$ cat src/rtl/core/csbi_pkg.sv
// csbi_pkg: shared types and constants of the counting sort bucket index
// holds item structs, command and status codes, controller state and link structs
// no dependencies
`timescale 1ns / 1ps

package csbi_pkg;

   // default sizes of the stores
   localparam int NUM_KEYS_DEF      = 4096;
   localparam int MAX_HITS_DEF      = 65536;
   localparam int CHAIN_BITS_DEF    = 16;
   localparam int POSITION_BITS_DEF = 16;

   // keys_in_use register
   localparam int             KEYS_IN_USE_W   = 13;
   localparam logic [12:0]    KEYS_IN_USE_RST = 13'd4096;

   // commands
   localparam logic [2:0] CMD_COUNT  = 3'd0;
   localparam logic [2:0] CMD_BUILD  = 3'd1;
   localparam logic [2:0] CMD_PLACE  = 3'd2;
   localparam logic [2:0] CMD_LOOKUP = 3'd3;
   localparam logic [2:0] CMD_READ   = 3'd4;
   localparam logic [2:0] CMD_CLEAR  = 3'd5;

   // result status codes
   localparam logic [1:0] STS_OK       = 2'd0;
   localparam logic [1:0] STS_PHASE    = 2'd1;
   localparam logic [1:0] STS_OVERFLOW = 2'd2;
   localparam logic [1:0] STS_RANGE    = 2'd3;

   typedef struct packed {
      logic [2:0]  command;
      logic [11:0] key;
      logic [15:0] chain_id;
      logic [15:0] position;
      logic [15:0] hit_index;
   } req_type;

   typedef struct packed {
      logic [16:0] range_begin;
      logic [16:0] range_end;
      logic [15:0] hit_chain;
      logic [15:0] hit_position;
      logic [1:0]  status;
   } rsp_type;

   typedef enum logic [2:0] {
      CS_INIT,
      CS_IDLE,
      CS_EXEC,
      CS_BUILD,
      CS_DRAIN,
      CS_CLEAR
   } ctl_state_type;

   typedef enum logic {
      PH_COUNTING,
      PH_BUILT
   } phase_type;

   // controller to datapath
   typedef struct packed {
      logic capture;      // take the request into the datapath
      logic exec;         // single-item operation cycle, result out
      logic walk_start;   // begin the prefix-sum walk
      logic walk;         // issue one key of the walk
      logic sweep_start;  // begin zeroing the tallies
      logic sweep;        // zero one tally entry
      logic done;         // emit an ok result for build or clear
      logic built;        // index is in the built phase
   } ctl_cmd_type;

   // datapath to controller
   typedef struct packed {
      logic walk_last;
      logic sweep_last;
   } dp_sts_type;

endpackage

$ cat src/rtl/core/csbi_ctrl.sv
// csbi_ctrl: sequencing state machine of the counting sort bucket index
// owns the phase; drives the datapath through ctl_cmd_type; uses csbi_pkg
`timescale 1ns / 1ps

module csbi_ctrl
   import csbi_pkg::*;
(
   input  logic        clock,
   input  logic        reset,
   input  logic        start,
   input  logic [2:0]  req_command,
   input  dp_sts_type  dp_sts,
   output ctl_cmd_type ctl_cmd,
   output logic        busy
);

   ctl_state_type state_ff, state_in;
   phase_type     phase_ff, phase_in;

   always_ff @(posedge clock) begin
      if (reset) begin
         state_ff <= CS_INIT;
         phase_ff <= PH_COUNTING;
      end else begin
         state_ff <= state_in;
         phase_ff <= phase_in;
      end
   end

   always_comb begin
      state_in = state_ff;
      phase_in = phase_ff;
      ctl_cmd  = '0;
      ctl_cmd.built = (phase_ff == PH_BUILT);
      unique case (state_ff)
         CS_INIT: begin
            ctl_cmd.sweep = 1'b1;
            if (dp_sts.sweep_last) begin
               state_in = CS_IDLE;
            end
         end
         CS_IDLE: begin
            if (start) begin
               ctl_cmd.capture = 1'b1;
               if (req_command == CMD_CLEAR) begin
                  ctl_cmd.sweep_start = 1'b1;
                  state_in = CS_CLEAR;
               end else if (req_command == CMD_BUILD && phase_ff == PH_COUNTING) begin
                  ctl_cmd.walk_start = 1'b1;
                  state_in = CS_BUILD;
               end else begin
                  state_in = CS_EXEC;
               end
            end
         end
         CS_EXEC: begin
            ctl_cmd.exec = 1'b1;
            state_in = CS_IDLE;
         end
         CS_BUILD: begin
            ctl_cmd.walk = 1'b1;
            if (dp_sts.walk_last) begin
               state_in = CS_DRAIN;
            end
         end
         CS_DRAIN: begin
            // last offset is written this cycle
            ctl_cmd.done = 1'b1;
            phase_in = PH_BUILT;
            state_in = CS_IDLE;
         end
         CS_CLEAR: begin
            ctl_cmd.sweep = 1'b1;
            if (dp_sts.sweep_last) begin
               ctl_cmd.done = 1'b1;
               phase_in = PH_COUNTING;
               state_in = CS_IDLE;
            end
         end
         default: begin
            state_in = CS_INIT;
         end
      endcase
   end

   assign busy = (state_ff != CS_IDLE);

endmodule

$ cat config.mk
export PLATFORM = sky130hd
export DESIGN_NAME = csbi_ctrl
export DESIGN_NICKNAME = d
export VERILOG_FILES = /design/src/rtl/core/csbi_pkg.sv /design/src/rtl/core/csbi_ctrl.sv
export SDC_FILE = /design/constraint.sdc
export NUM_CORES = 1
export LEC_CHECK = 0
export BUFFER_PORTS_ARGS = -buffer_cell sky130_fd_sc_hd__buf_4
export CAP_MARGIN = 20
export CORE_AREA = 2 2 39 41
export DETAILED_ROUTE_END_ITERATION = 8
export DIE_AREA = 0 0 41 43
export MAX_ROUTING_LAYER = met4
export SKIP_CTS_REPAIR_TIMING = 1
export SLEW_MARGIN = 40
export SYNTH_ARGS = -nofsm -noshare
export SYNTH_HDL_FRONTEND = slang
export SYNTH_SLANG_ARGS = --single-unit
$ cat constraint.sdc
create_clock -name clock -period 1.9 [get_ports clock]
set_clock_uncertainty 0.1 [all_clocks]
set_input_delay 0.095 -clock clock [delete_from_list [all_inputs] [get_ports clock]]
set_output_delay 0.095 -clock clock [all_outputs]
set_load 0.1 [all_outputs]
==> out/qor.yml <==
gp_congestion: 0.7365
die_w_um: 41
ys_seq_area_frac: 0.2424
dpl.hpwl_um: 633.9
max_cap_viol_count: 0
cp.required_ps: 1700
gr-usage-all-layers: 0.1008
hold_class: "in2reg"
ir_drop_uv: 328.7
fin_area_sq_um: 523.0
cp-start-kind: "register"
num_rows: 14
setup_viol: 0
relSlewSlack: 0.7377
synth_nets: 53
grt.overflow.total: 0
vias: 370
p_total_mw: 0.4698
power.leakage_nw: 0.2124
core_area_sq_um: 1384
cts_tree: "built"
htree_levels: 1
post_dp_cell_area_sq_um: 483.0
clk_latency_ps: 240
ys_ff_latch: 4
final_layout_size_suffix_gt1_frac: 0.4262
initial_core_util: 0.2387
rsz0062_at_grt: "false"
powerDensity_nw_per_um2: 898.3
clock_sinks: 4
final_cells: 77
num-fill-cells: 143
grt_pass1_wl_mm: 1.159
cp-end-kind: "output port"
max_freq_mhz: 554.4
dp.cells: 73
grt_max_degree: 13
drt_pass1_iterations: 4
hold_violations: 0
worst_pin_slew_ps: 392.9
path_max_fanout: 11
netlist_instances: 45
path_clk_slew_ps: 40
synthDistinctLibCells: 26
diodes: 0
die_y_um: 43
antenna_found_initial: 0
yosysWarnings: 0
post-route-period-util: 0.9493
drc: 0
crit_type: "reg2out"
syn_avg_cell_area_sq_um: 7.340
cts.path.max_buffers: 2
fin_nets: 71
run_status: "complete, no violations"
syn-cell-area_sq_um: 330.3
routed_wl_um: 839
port_buffers: 16
wl_per_cell_um: 10.90
numCtsBuffers: 3
grt_pass1_vias: 295
routed_via_density: 4.805
drt-initial-drc-count: 6
crit_arrival_ps: 1610
boundaryPins: 17
root_buffer: "clkbuf_4"
slew_viol_final: 0
hold_slack_ps: 52.97
die_area_sq_um: 1763
syn2layout_area_growth_pct: 58.33
fin_crit_ps: 1804
postRouteAntennaNets: 0
-- layer usage --
layer	track usage	vias up	routed length [um]
li1	-	193	-
met1	0.1190	154	386
met2	0.1406	21	321
met3	0.03665	2	116
met4	0.06000	0	14
met5	-	-	0
-- stage by stage --
step                TNS (ps)  worst slack [ps]    util
global placement           0             283.3  0.3490
finish                     0             96.40  0.3779
detailed placement         0             260.2  0.3490
floorplan              -1836            -642.9       -
CTS                        0             43.37  0.3653
global route               0             6.976  0.3779
-- layout make-up --
class	count	area (sq um)	share of cell area
clock buffer	3	22.52	0.04306
inverter	3	11.26	0.02153
multi-input combinational	34	250.2	0.4785
sequential	4	81.33	0.1555
tap	16	20.02	0.03828
timing repair buffer	17	137.6	0.2632
-- power breakdown --
group          internal [mW]  total (mW)  leakage, nW  switching (mW)
Sequential            0.0931       0.116       0.0329          0.0227
Clock                 0.0710       0.110       0.0138          0.0394
Combinational         0.0660       0.244        0.166           0.178
Total                  0.230       0.470        0.212           0.240
-- state kept, by name, indices dropped and copies added, names as in the netlist --
signal	flops
state_ff	3
phase_ff	1
-- synthesized netlist by cell type --
cell type	n	area (sq um)
a21oi_1	5	25.02
nand2b_1	5	31.28
dfxtp_1	4	80.08
nor2_1	4	15.01
nor3_1	4	20.02
inv_1	3	11.26
a2111oi_0	1	8.760
a211oi_1	1	7.510
a311o_1	1	10.01
and3_1	1	6.260
buf_2	1	5.000
buf_4	1	7.510
buf_6	1	11.26
clkbuf_1	1	3.750
mux2i_1	1	10.01
nand2_1	1	3.750
nand3_1	1	5.000
nor2b_1	1	6.260
nor3b_1	1	7.510
nor4b_1	1	8.760
o211ai_1	1	7.510
o21ai_1	1	5.000
o41ai_1	1	8.760
or2_1	1	6.260
or4b_1	1	10.01
xor2_1	1	8.760
-- cells in the final DEF (no fill, tap or decap), types with 2 or more instances in the layout --
cell type   n
dfxtp_1     3
a21oi_1     5
nor3_1      2
nand2b_1    4
buf_4      15
inv_1       3
clkbuf_4    3
nor2_1      4
-- final timing paths --
path	startpoint	to	slack, ps	depth (start not counted)
max reg2reg	state_ff[2]$_SDFFE_PP0P_	state_ff[2]$_SDFFE_PP0P_	250	4
min	dp_sts[1]	state_ff[1]$_SDFFE_PP0P_	50	3
max	state_ff[2]$_SDFFE_PP0P_	ctl_cmd[5]	100	5
min reg2reg	phase_ff$_SDFFE_PP0P_	phase_ff$_SDFFE_PP0P_	480	2
-- worst max-delay path, stage by stage, from the launching register on --
cell and delay (ps):
dfxtp_1 420, nand2b_4 230, nor3b_4 220, nand2_2 90, nor3_4 190, buf_8 220
-- kinds of logic (layout without fill, tap and decap cells) --
kind of cell | count (synthesis) | in the layout | share of synthesized area
AOI/OAI and AO/OA | 11 | 11 | 0.2197
buffers and inverters | 7 | 23 | 0.1174
muxes | 1 | 1 | 0.03030
DFF | 4 | 4 | 0.2424
and+or+nand+nor | 21 | 21 | 0.3637
xor gates and xnor gates | 1 | 1 | 0.02652
Note: power is estimated with default switching activity, not from simulation.
